**config.mk**
```make
export PLATFORM = sky130hd
export DESIGN_NAME = rumble_pulse_pattern_engine_unit
export DESIGN_NICKNAME = d
export VERILOG_FILES = /design/src/rppe_pkg.sv /design/src/rppe_core.sv /design/src/rumble_pulse_pattern_engine_unit.sv
export SDC_FILE = /design/constraint.sdc
export NUM_CORES = 1
export LEC_CHECK = 0
export BUFFER_PORTS_ARGS = -buffer_cell sky130_fd_sc_hd__buf_2
export CAP_MARGIN = 10
export CORE_MARGIN = 2
export CORE_UTILIZATION = 50
export CTS_CLUSTER_DIAMETER = 200
export DETAILED_ROUTE_END_ITERATION = 8
export HOLD_SLACK_MARGIN = 0.03
export PLACE_DENSITY = 0.78
export SYNTH_ARGS = -nofsm -noshare
export SYNTH_HDL_FRONTEND = slang
export SYNTH_SLANG_ARGS = --single-unit
```
**constraint.sdc**
```tcl
create_clock -name aclk -period 5.9 [get_ports aclk]
set_clock_uncertainty 0.2 [all_clocks]
set_input_delay 1.18 -clock aclk [delete_from_list [all_inputs] [get_ports aclk]]
set_output_delay 1.18 -clock aclk [all_outputs]
set_load 0.03 [all_outputs]
```
**src/rppe_pkg.sv**
```systemverilog
package rppe_pkg;

    localparam int KEY_BITS = 10;

    localparam int OP_W    = 2;
    localparam int STR_W   = 8;
    localparam int CNT_W   = 8;
    localparam int GAP_W   = 8;
    localparam int LVL_W   = 21;
    localparam int TGT_W   = 20;
    localparam int ENV_W   = 20;
    localparam int SHIFT_W = 12;

    localparam int IN_FIELDS_W  = STR_W + CNT_W + GAP_W + KEY_BITS;
    localparam int S_DATA_W     = ((IN_FIELDS_W + 7) / 8) * 8;
    localparam int OUT_FIELDS_W = 1 + ENV_W + 1 + CNT_W + 1;
    localparam int M_DATA_W     = ((OUT_FIELDS_W + 7) / 8) * 8;
    localparam int M_PAD_W      = M_DATA_W - OUT_FIELDS_W;

    localparam logic [OP_W-1:0] OP_TICK   = 2'd0;
    localparam logic [OP_W-1:0] OP_QUEUE  = 2'd1;
    localparam logic [OP_W-1:0] OP_CANCEL = 2'd2;

    localparam logic CFG_MOTOR_ENABLE    = 1'b0;
    localparam logic CFG_RUMBLE_DISABLED = 1'b1;

    localparam logic [LVL_W-1:0] RAMP_STEP  = 21'h000AAA;
    localparam logic [LVL_W-1:0] DECAY_STEP = 21'h000375;
    localparam logic [LVL_W-1:0] LEVEL_CAP  = 21'h010000;
    localparam logic [ENV_W-1:0] LEVEL_MAX  = 20'hFFAA9;
    localparam logic [ENV_W-1:0] TARGET_MAX = 20'hFF000;

    typedef struct packed {
        logic [KEY_BITS-1:0] pressed_keys;
        logic [GAP_W-1:0]    gap_ticks;
        logic [CNT_W-1:0]    pulse_count;
        logic [STR_W-1:0]    intensity;
        logic [OP_W-1:0]     operation;
    } rppe_item_t;

    typedef struct packed {
        logic              pattern_accepted;
        logic [CNT_W-1:0]  pulses_pending;
        logic              pulse_active;
        logic [ENV_W-1:0]  envelope_level;
        logic              motor_on;
    } rppe_result_t;

    typedef struct packed {
        logic motor_enable;
        logic rumble_disabled;
        logic latch_clr;
    } rppe_ctrl_t;

endpackage

```
**src/rppe_core.sv**
```systemverilog
module rppe_core (
    input  logic                 aclk,
    input  logic                 aresetn,
    input  logic                 advance,
    input  rppe_pkg::rppe_item_t item,
    input  rppe_pkg::rppe_ctrl_t ctrl,
    output rppe_pkg::rppe_result_t result
);
    import rppe_pkg::*;

    logic                ramp_reg,   ramp_next;
    logic [LVL_W-1:0]    level_reg,  level_next;
    logic [TGT_W-1:0]    target_reg, target_next;
    logic                latch_reg,  latch_next;
    logic [CNT_W-1:0]    qcount_reg, qcount_next;
    logic [GAP_W-1:0]    qgap_reg,   qgap_next;
    logic [GAP_W-1:0]    qdelay_reg, qdelay_next;
    logic [STR_W-1:0]    qstr_reg,   qstr_next;
    logic [KEY_BITS-1:0] rmask_reg,  rmask_next;
    logic [STR_W-1:0]    lstr_reg,   lstr_next;
    logic [CNT_W-1:0]    lcnt_reg,   lcnt_next;
    logic [GAP_W-1:0]    lgap_reg,   lgap_next;

    logic             accepted;
    logic [TGT_W-1:0] goal_q;
    logic [TGT_W-1:0] goal_i;
    logic             lock_clear;
    logic             locked;

    assign goal_q = {qstr_reg, {SHIFT_W{1'b0}}};
    assign goal_i = {item.intensity, {SHIFT_W{1'b0}}};

    always_comb begin
        ramp_next   = ramp_reg;
        level_next  = level_reg;
        target_next = target_reg;
        latch_next  = latch_reg;
        qcount_next = qcount_reg;
        qgap_next   = qgap_reg;
        qdelay_next = qdelay_reg;
        qstr_next   = qstr_reg;
        rmask_next  = rmask_reg;
        lstr_next   = lstr_reg;
        lcnt_next   = lcnt_reg;
        lgap_next   = lgap_reg;
        accepted    = 1'b0;
        lock_clear  = (rmask_reg != '0) && ((item.pressed_keys & rmask_reg) == '0);
        locked      = !lock_clear && (rmask_reg != '0) && (lstr_reg == item.intensity)
                      && (lcnt_reg == item.pulse_count) && (lgap_reg == item.gap_ticks);
        case (item.operation)
            OP_TICK: begin
                if (ramp_reg) begin
                    latch_next = ctrl.motor_enable;
                    level_next = level_reg + RAMP_STEP;
                    if (level_next >= {1'b0, target_reg}) begin
                        ramp_next = 1'b0;
                        if ({1'b0, target_reg} > LEVEL_CAP) begin
                            level_next = LEVEL_CAP;
                        end
                    end
                end else begin
                    latch_next = 1'b0;
                    level_next = (level_reg < DECAY_STEP) ? '0 : level_reg - DECAY_STEP;
                end
                if (!ramp_next && level_next == '0 && qcount_reg != '0) begin
                    if (qdelay_reg != '0) begin
                        qdelay_next = qdelay_reg - 8'd1;
                    end else begin
                        // ramp is idle here, so unless rumble is disabled the goal replaces the target
                        if (!ctrl.rumble_disabled) begin
                            target_next = goal_q;
                            ramp_next   = (goal_q != '0);
                        end
                        qcount_next = qcount_reg - 8'd1;
                        qdelay_next = qgap_reg;
                    end
                end
            end
            OP_QUEUE: begin
                if (item.pulse_count == '0) begin
                    qcount_next = '0;
                    qgap_next   = '0;
                    qdelay_next = '0;
                    qstr_next   = '0;
                    rmask_next  = '0;
                    lstr_next   = '0;
                    lcnt_next   = '0;
                    lgap_next   = '0;
                    accepted    = 1'b1;
                end else if (!locked) begin
                    lstr_next   = item.intensity;
                    lcnt_next   = item.pulse_count;
                    lgap_next   = item.gap_ticks;
                    rmask_next  = item.pressed_keys;
                    qcount_next = '0;
                    qgap_next   = '0;
                    qdelay_next = '0;
                    qstr_next   = '0;
                    if (!ctrl.rumble_disabled) begin
                        if (!ramp_reg || target_reg <= goal_i) begin
                            target_next = goal_i;
                        end
                        if (level_reg < {1'b0, target_next}) begin
                            ramp_next = 1'b1;
                        end
                    end
                    if (item.pulse_count > 8'd1) begin
                        qcount_next = item.pulse_count - 8'd1;
                        qgap_next   = item.gap_ticks;
                        qdelay_next = item.gap_ticks;
                        qstr_next   = item.intensity;
                    end
                    accepted = 1'b1;
                end
            end
            OP_CANCEL: begin
                latch_next  = 1'b0;
                ramp_next   = 1'b0;
                level_next  = '0;
                target_next = '0;
                qcount_next = '0;
                qgap_next   = '0;
                qdelay_next = '0;
                qstr_next   = '0;
                rmask_next  = '0;
                lstr_next   = '0;
                lcnt_next   = '0;
                lgap_next   = '0;
            end
            default: begin
            end
        endcase
    end

    always_ff @(posedge aclk) begin
        if (!aresetn) begin
            ramp_reg   <= 1'b0;
            level_reg  <= '0;
            target_reg <= '0;
            latch_reg  <= 1'b0;
            qcount_reg <= '0;
            qgap_reg   <= '0;
            qdelay_reg <= '0;
            qstr_reg   <= '0;
            rmask_reg  <= '0;
            lstr_reg   <= '0;
            lcnt_reg   <= '0;
            lgap_reg   <= '0;
        end else begin
            if (ctrl.latch_clr) begin
                latch_reg <= 1'b0;
            end else if (advance) begin
                latch_reg <= latch_next;
            end
            if (advance) begin
                ramp_reg   <= ramp_next;
                level_reg  <= level_next;
                target_reg <= target_next;
                qcount_reg <= qcount_next;
                qgap_reg   <= qgap_next;
                qdelay_reg <= qdelay_next;
                qstr_reg   <= qstr_next;
                rmask_reg  <= rmask_next;
                lstr_reg   <= lstr_next;
                lcnt_reg   <= lcnt_next;
                lgap_reg   <= lgap_next;
            end
        end
    end

    assign result.motor_on         = latch_next;
    assign result.envelope_level   = level_next[ENV_W-1:0];
    assign result.pulse_active     = ramp_next;
    assign result.pulses_pending   = qcount_next;
    assign result.pattern_accepted = accepted;

endmodule

```
**src/rumble_pulse_pattern_engine_unit.sv**
```systemverilog
// Rumble motor pulse sequencer. Each input word is a tick, a pattern request or
// a cancel (operation on s_tuser) and yields exactly one result word. One word
// is taken per clock unless the output stalls; each result passes through the
// input register, then one pass of add/compare logic into the result register.
// Both registers stall together on m_tready. Configuration writes are taken at
// any time but must only be issued while no word is in flight; writing
// motor_enable also drops the motor latch.
module rumble_pulse_pattern_engine_unit (
    input  logic                          aclk,
    input  logic                          aresetn,
    input  logic                          s_tvalid,
    output logic                          s_tready,
    // intensity, pulse_count, gap_ticks, pressed_keys, zero pad
    input  logic [rppe_pkg::S_DATA_W-1:0] s_tdata,
    // operation
    input  logic [rppe_pkg::OP_W-1:0]     s_tuser,
    output logic                          m_tvalid,
    input  logic                          m_tready,
    // motor_on, envelope_level, pulse_active, pulses_pending, pattern_accepted, zero pad
    output logic [rppe_pkg::M_DATA_W-1:0] m_tdata,
    input  logic                          cfg_wr_en,
    input  logic                          cfg_addr,
    input  logic                          cfg_wr_data
);
    import rppe_pkg::*;

    logic         in_valid_reg, in_valid_next;
    rppe_item_t   in_item_reg;
    logic         m_valid_reg, m_valid_next;
    logic [M_DATA_W-1:0] m_data_reg;
    logic         motor_enable_reg;
    logic         rumble_disabled_reg;
    logic         s_fire;
    logic         advance;
    rppe_ctrl_t   ctrl;
    rppe_result_t result;

    assign advance  = in_valid_reg && (!m_valid_reg || m_tready);
    assign s_tready = !in_valid_reg || advance;
    assign s_fire   = s_tvalid && s_tready;

    assign in_valid_next = s_fire ? 1'b1 : (advance ? 1'b0 : in_valid_reg);
    assign m_valid_next  = advance ? 1'b1 : (m_tready ? 1'b0 : m_valid_reg);

    assign ctrl.motor_enable    = motor_enable_reg;
    assign ctrl.rumble_disabled = rumble_disabled_reg;
    assign ctrl.latch_clr       = cfg_wr_en && (cfg_addr == CFG_MOTOR_ENABLE);

    always_ff @(posedge aclk) begin
        if (!aresetn) begin
            in_valid_reg        <= 1'b0;
            m_valid_reg         <= 1'b0;
            motor_enable_reg    <= 1'b1;
            rumble_disabled_reg <= 1'b0;
        end else begin
            in_valid_reg <= in_valid_next;
            m_valid_reg  <= m_valid_next;
            if (cfg_wr_en) begin
                case (cfg_addr)
                    CFG_MOTOR_ENABLE:    motor_enable_reg    <= cfg_wr_data;
                    CFG_RUMBLE_DISABLED: rumble_disabled_reg <= cfg_wr_data;
                    default: begin
                    end
                endcase
            end
        end
    end

    always_ff @(posedge aclk) begin
        if (s_fire) begin
            in_item_reg.operation    <= s_tuser;
            in_item_reg.intensity    <= s_tdata[STR_W-1:0];
            in_item_reg.pulse_count  <= s_tdata[STR_W +: CNT_W];
            in_item_reg.gap_ticks    <= s_tdata[STR_W+CNT_W +: GAP_W];
            in_item_reg.pressed_keys <= s_tdata[STR_W+CNT_W+GAP_W +: KEY_BITS];
        end
        if (advance) begin
            m_data_reg <= {{M_PAD_W{1'b0}}, result};
        end
    end

    rppe_core u_core (
        .aclk    (aclk),
        .aresetn (aresetn),
        .advance (advance),
        .item    (in_item_reg),
        .ctrl    (ctrl),
        .result  (result)
    );

    assign m_tvalid = m_valid_reg;
    assign m_tdata  = m_data_reg;

endmodule

```
Yosys cells after proc, flatten, opt, wreduce, memory -nomap -nowiden:

Index checks and enable logic that the tools add are counted.

* reductions and logical operators: 38
* mux-type cells: 66
* eq/ne operators: 12
* bitwise logic cells: 3
* add/sub/neg operators: 5
* magnitude comparators: 6

Operator list (count)
* 20-bit two-way mux: 11
* 8-bit two-way mux: 19
* 21-bit two-way mux: 5
* 8-bit one-hot mux with 2 select lines: 5
* 20-bit one-hot mux with 3 select lines: 1
* 8-bit one-hot mux with 3 select lines: 2
* 21-bit one-hot mux with 2 select lines: 1
* 8-bit equality test: 3
* 8-bit by 1-bit subtractor with 8-bit output (second input constant): 3
* 21-bit by 12-bit adder with 21-bit output (second input constant): 1
* 21-bit by 20-bit >= comparator with 1-bit output: 1
* 21-bit zero test: 1
* 21-bit by 10-bit less-than comparator with 1-bit output (second input constant): 1
* 21-bit by 20-bit less-than comparator with 1-bit output: 1
* 21-bit by 10-bit subtractor with 21-bit output (second input constant): 1
* 20-bit by 17-bit greater-than comparator with 1-bit output (second input constant): 1
* 20-bit less-or-equal comparator: 1
* 10-bit two-way mux: 2
* 10-bit one-hot mux with 2 select lines: 1
* 20-bit nonzero test: 1
* 1-bit two-way mux: 17
* 8-bit nonzero test: 2
* 10-bit AND: 1
* 1-bit logical AND: 10
* 22 further kinds: 38

* output and inout bits: 34
* word-level logic and storage cells: 154
* flip-flop bits (word level): 180

Longest topological paths before layout:

Gate-level depths: netlist (run 1).

* depth in word-level cells: 17
* gate-level depth with buffers: 22

Cells and area by module:

A second synthesis (run 1) with hierarchy kept.

* cells, all modules: 1258
* area total of the unflattened synthesis: 10877.9 µm²

By module, submodules not included
* rppe_core: times used 1, cells an instance 1170, area an instance 8667.1 µm², seq. area each 2182.1 µm²
* rumble_pulse_pattern_engine_unit: times used 1, cells an instance 88, area an instance 2210.9 µm², seq. area each 2092.0 µm²

Worst setup path before layout (run 1):

OpenSTA, ideal clock, no wires.

* kind: flip-flop to flip-flop
* start: register u_core.level_reg[1]
* end: register m_data_reg[26] (netlist: m_tdata[26]) (data pin)
* library setup time: 0.277 ns
* arrival time: 3.757 ns
* path slack: 1.666 ns
* stages on the path, launching flop included: 18
* path buffers: 1
* path through: dfxtp_1 > ha_1 > buf_2 > o211ai_1 > a21boi_0 > a31oi_1 > xnor2_1 > ha_1 > and3_1 > o21ai_0 > nor3_1 > o31ai_1 > nand3_1 > o21ai_1 > a21oi_1 > nand4_1 > o311ai_0 > o211ai_1

RTL lines
* start: declaration: line rppe_core.sv:12 `logic [LVL_W-1:0] level_reg, level_next;`
* start signal: assignment: line rppe_core.sv:157 `level_reg <= level_next;`
* end signal: assignment: line rumble_pulse_pattern_engine_unit.sv:78 `m_data_reg <= {{M_PAD_W{1'b0}}, result};`
* end: declaration: line rumble_pulse_pattern_engine_unit.sv:30 `logic [M_DATA_W-1:0] m_data_reg;`

==> results.toml, run 1 <==
[outcome]
status = "finished, final reports clean"

[yosys]
synth_top_cells_by_area = "dfxtp_1 21%, edfxtp_1 19%, ha_1 6.9%"
syn_avg_cell_area_um2 = 8.81
ys_async_sr_fraction = 0
synthFlopType = "dfxtp_1"
synth_area_um2 = 10700
synth_edf_count = 67
synth_nets = 1322
yosysWarnings = 0
yosys.area.top_type = "dfxtp_1"
yosysSeqAreaShare = 0.399
synth.ff_latch_count = 180
synth.top_cell.area_share = 0.211
netlist_instances = 1214
yosysMostFrequentCell = "nor2_1"
synth.distinct_cells = 83
synthTopCellsByCount = "114 x nor2_1, 113 x dfxtp_1, 111 x nand2_1"

[timing]
tns_ps = 0
finalSetupViolations = 0
finalCriticalPeriod_ps = 5350
rsz0062_at_grt = "no"
fmax_mhz = 187
timing.final.crit_share = 0.907
slew_violations = 0
hold-worst-slack_ps = 299
finalHoldViolCount = 0
relSlewSlack = 0.386
worst_pin_slew_ps = 912

[route]
wl_per_cell_um = 18.9
detail-route-antenna-nets = 0
drcViolationCount = 0
totalWireLength_um = 29200
first_iter_violations = 1095
drt_first_pass_iters = 5
via_per_inst = 6.27
dr_total_vias = 9674

[layout]
syn_to_final_growth_pct = 11.0
largest_register_ffs = 36
finish.net_count = 1363
drive_gt1_frac = 0.126
final_cells = 1543
diodes = 0
num-fill-cells = 1865

[clock_network]
clk_pin_slew_worst_paths_ps = 70
clock_path_buffers = 2
ctsHtreeMaxLevel = 4
clock-sinks = 180
cts-root-buf = "clkbuf_16"
cts_tree = "built"
clock_latency_ps = 440
cts_resized = 0
postCtsSetupRepairBufs = 0
cts_made_buffers = 17
cts.hold.buffers_added = 0

[setup_path]
cpPeakStageDelay_ps = 660
cpMaxStageDelayCell = "a21oi_1"
arrival_ps = 5320
critPathMaxFanout = 9
reg2regPathDepth = 16
crit_chain = "ha_1 > o211ai_1 > a21boi_0 > buf_4 > o211ai_1 > and2_1 > ha_1 > nand4_1 > nor4_1 > o21ai_0 > nand3_1 > o21ai_1 > a21oi_1 > nand4_1 > o311ai_0 > o211ai_1"
worst-setup-path-type = "reg -> reg"
endpoint_kind = "register"
cpMostUsedCell = "o211ai_1"
cp-start-kind = "register"
required_ps = 5870

[placement]
routabilityCongestion = 1.00
portBuffers = 75
dp.cells = 1511
dp_hpwl_um = 21000

[worst_hold_path]
hold_class = "reg -> reg"
hold_path_depth = 2

[pwr]
finalPower_mw = 3.09
p_leak_nw = 4.64
p_per_area_nw_per_um2 = 261
vdd_drop_max_uv = 207

[die]
core_area_um2 = 21000
ios = 83
die_h_um = 150
die_w_um = 150
initial_core_util = 0.509
die_area_um2 = 22600
rows = 53

[grt]
antenna_found_initial = 0
gr-total-overflow = 0
grt_pass1_wl_um = 46400
grt_pass1_vias = 8958
gr-usage-all-layers = 0.261
grt_max_degree = 75

[flow_run]
cap_violations = 0
==> cells by family (layout without fill, tap and decap cells) <==
kind of cell	Yosys count	after routing	synth area share
compound gates	343	343	0.222
xor+xnor	65	65	0.0532
fa+ha+maj	59	59	0.0690
buf+inv	142	196	0.0540
flops	180	180	0.399
mux	14	14	0.0131
other cells	1	1	0.000350
simple gates	410	410	0.189
==> layout make-up <==
class,instances,area (µm²),share of cell area
Inverter,63,236,0.0199
Timing Repair Buffer,101,571,0.0481
Clock inverter,14,154,0.0130
Multi-Input combinational cell,892,5860,0.494
Tap cell,275,344,0.0290
Sequential cell,180,4270,0.360
Clock buffer,18,429,0.0362
==> metrics by stage <==
| stage | worst slack, ps | instance area [µm²] | utilization |
|---|---|---|---|
| after floorplan | 1670 | 10700 | - |
| after global placement | 782 | 11300 | 0.537 |
| after detailed placement | 778 | 11300 | 0.537 |
| after CTS | 738 | 11900 | 0.565 |
| after global routing | 349 | 11900 | 0.565 |
| final | 546 | 11900 | 0.565 |
==> report_power, final <==
part,switching [mW],internal (mW)
Combinational,0.358,0.202
Sequential,0.0582,1.35
Clock,0.559,0.568
Total,0.975,2.12
==> metal layers <==
layer	global-route usage	share of wire	vias up
met5	0	0	-
met4	0.116	0.038	0
met3	0.0515	0.072	72
met2	0.410	0.45	435
met1	0.348	0.44	4597
li1	-	-	4570
==> cell usage in the layout (no fill, tap or decap), types with 10 or more instances in the layout <==
cell type	count
nor2_1	114
dfxtp_1	113
nand2_1	111
a21oi_1	76
buf_2	75
edfxtp_1	67
inv_1	60
ha_1	59
o21ai_0	55
a22oi_1	55
xor2_1	40
nor3_1	37
nand3_1	29
buf_4	26
xnor2_1	25
nor4_1	23
a21o_1	17
clkbuf_16	17
nand4_1	16
a31oi_1	15
o22ai_1	15
mux2i_1	14
a311oi_1	12
or3_1	11
nor3b_1	11
a211oi_1	10
a22o_1	10
==> critical path, delay by kind of cell, from the launching register on <==
| family | cells | cell delay [ps] |
|---|---|---|
| AND/OR/NAND/NOR | 5 | 1440 |
| flip-flops | 1 | 530 |
| AO/OA/AOI/OAI | 8 | 2030 |
| adder cells (fa/ha/maj) | 2 | 720 |
| buffers and inverters | 1 | 160 |
==> worst paths after layout <==
kind / endpoint / slack [ps] / startpoint
setup reg to reg: m_tdata[26] / 550 / u_core.level_reg[1]
hold / removal: u_core.target_reg[10] / 300 / u_core.target_reg[10]
setup / recovery: m_tdata[26] / 550 / u_core.level_reg[1]
hold reg to reg: u_core.target_reg[10] / 300 / u_core.target_reg[10]
(Power assumes the default switching activity.)
==> run 2, diff against run 1 <==
ABC_AREA = 1   (was unset)
REMOVE_ABC_BUFFERS = 1   (was unset)
==> run 2 against run 1 <==
Die area up 3.3%. Worst hold slack worse by 33 ps. Largest power group unchanged. Critical path type unchanged. Maximum frequency up 0.41%. Setup slack better by 22 ps. Sequential power about the same.
==> results.toml, run 2 <==
[yosys]
synth_edf_count = 67
synth.distinct_cells = 52
netlist_instances = 1506
synth.ff_latch_count = 180
yosysWarnings = 0
synth_top_cells_by_area = "dfxtp_1 20%, edfxtp_1 18%, nand2_1 12%"
yosysMostFrequentCell = "nand2_1"
synthTopCellsByCount = "348 x nand2_1, 214 x inv_1, 134 x a21oi_1"
synth_area_um2 = 11100
synth.top_cell.area_share = 0.204
ys_async_sr_fraction = 0
synthFlopType = "dfxtp_1"
yosysSeqAreaShare = 0.386
yosys.area.top_type = "dfxtp_1"
syn_avg_cell_area_um2 = 7.35

[layout]
drive_gt1_frac = 0.121
mostFrequentLayoutCell = "nand2_1"
diodes = 0
syn_to_final_growth_pct = 10.4
final_cells = 1847
num-fill-cells = 2033
largest_register_ffs = 36
fin_util = 0.561
mostFrequentLayoutCells = "348 x nand2_1, 212 x inv_1, 134 x a21oi_1"
finish.net_count = 1662
stdcell_area_um2 = 12200

[setup_path]
cpMostUsedCell = "nand2_1"
critPathTopFamily = "simple AND/OR/NAND/NOR gates"
cpPeakStageDelay_ps = 410
required_ps = 6040
arrival_ps = 5470
critPathMaxFanout = 20
reg2regPathDepth = 34
cp.depth = 34
endpoint_kind = "register"
r2r_start = "u_core.level_reg[2]"
cp_num_buf_inv = 3
cpMaxStageDelayCell = "dfxtp_1"
worstSetupStartpoint = "u_core.level_reg[2]"
cp-start-kind = "register"
worst-setup-path-type = "reg -> reg"

[clock_network]
cts.hold.buffers_added = 0
ctsHtreeMaxLevel = 4
clk_pin_slew_worst_paths_ps = 80
clock_path_buffers = 2
cts_tree = "built"
postCtsSetupRepairBufs = 0
cts_resized = 0
cts_made_buffers = 17
clock_latency_ps = 450
clock-sinks = 180
cts-root-buf = "clkbuf_16"

[placement]
portBuffers = 75
pre_cts_ws_ps = 692
post_dp_cell_area_um2 = 11600
routabilityCongestion = 0.936
dp.cells = 1815
dp_hpwl_um = 19200

[pwr]
p_sw_frac = 0.331
vdd_drop_max_uv = 188
p_sw_mw = 1.06
intPower_mw = 2.14
seq_power_share = 0.439
p_leak_nw = 5.56
p_per_area_nw_per_um2 = 261
pwr-share-clk = 0.371
finalPower_mw = 3.19
combPwrFrac = 0.190

[route]
wl_per_cell_um = 14.5
detail-route-antenna-nets = 0
via_per_inst = 5.39
drt_first_pass_iters = 7
dr_total_vias = 9963
totalWireLength_um = 26800
first_iter_violations = 852
drcViolationCount = 0

[die]
core_area_um2 = 21800
ios = 83
die_area_um2 = 23300
die_h_um = 153
rows = 54
die_w_um = 153
initial_core_util = 0.509

[timing]
timing.final.crit_share = 0.904
finalHoldViolCount = 0
tns_ps = 0
finalCriticalPeriod_ps = 5330
fin_ws_ps = 568
fmax_mhz = 188
hold-worst-slack_ps = 266
worst_pin_slew_ps = 879
slew_violations = 0
relSlewSlack = 0.413
finalSetupViolations = 0
rsz0062_at_grt = "no"

[worst_hold_path]
hold_start = "u_core.qstr_reg[1]"
hold_class = "reg -> reg"
hold_path_depth = 2

[grt]
gr-total-overflow = 0
grt_pass1_wl_um = 44000
grt_pass1_vias = 9070
gr-usage-all-layers = 0.227
grt_max_degree = 61
antenna_found_initial = 0

[outcome]
status = "finished, final reports clean"

[flow_run]
cap_violations = 0
## run 2: changes by cell type after synthesis, sizes merged, moves of 13 or more
| cell | change |
|---|---|
| nand3 | +59 |
| inv | +171 |
| clkbuf | -22 |
| nor4 | -15 |
| a21o | -16 |
| nand2 | +252 |
| a21oi | +62 |
| a311oi | -13 |
| o21ai | +40 |
| a22oi | -53 |
| mux2i | -14 |
| xnor2 | -18 |
## run 2: layout make-up
| cell class | count | area (µm²) | area share |
|---|---|---|---|
| tap | 280 | 350 | 0.0287 |
| clock buffer | 17 | 425 | 0.0348 |
| sequential | 180 | 4270 | 0.350 |
| inverter | 235 | 882 | 0.0722 |
| clock inverter | 15 | 195 | 0.0160 |
| multi-input combinational | 1032 | 5610 | 0.460 |
| timing repair buffer | 88 | 473 | 0.0387 |
## run 2: kinds of logic (layout without fill, tap and decap cells)
logic type	count (synthesis)	after routing	synth area share
simple gates	641	641	0.262
buf+inv	294	355	0.106
compound gates	285	285	0.141
flops	180	180	0.386
fa+ha+maj	59	59	0.0667
xor+xnor	46	46	0.0364
other cells	1	1	0.000339
## run 2: power groups by stage
stage | combinational, mW | clock [mW] | sequential [mW]
after floorplan | 0.410 | 0 | 1.45
after global placement | 0.584 | 0 | 1.43
after detailed placement | 0.596 | 0 | 1.43
after CTS | 0.599 | 1.20 | 1.40
after global routing | 0.681 | 1.25 | 1.41
final | 0.607 | 1.18 | 1.40
## run 2: worst paths after layout
| kind | slack [ps] | endpoint |
|---|---|---|
| worst min-delay path | 270 | u_core.qstr_reg[1] |
| worst min register to register | 270 | u_core.qstr_reg[1] |
| worst max-delay path | 570 | u_core.target_reg[0] |
| worst max register to register | 570 | u_core.target_reg[0] |
## run 2: worst reg2reg max path, delay by kind of cell (launching register included)
kind | cells | cell delay [ps]
adder cells (fa/ha/maj) | 2 | 510
AO/OA/AOI/OAI | 4 | 1090
XOR/XNOR | 1 | 260
buffers and inverters | 3 | 190
AND/OR/NAND/NOR | 24 | 2590
flip-flops | 1 | 410
## run 2: metal layers
| metal | part of all wire | track usage |
|---|---|---|
| met2 | 0.45 | 0.362 |
| met1 | 0.47 | 0.327 |
| met4 | 0.013 | 0.0542 |
| met3 | 0.066 | 0.0336 |
| met5 | 0 | 0 |
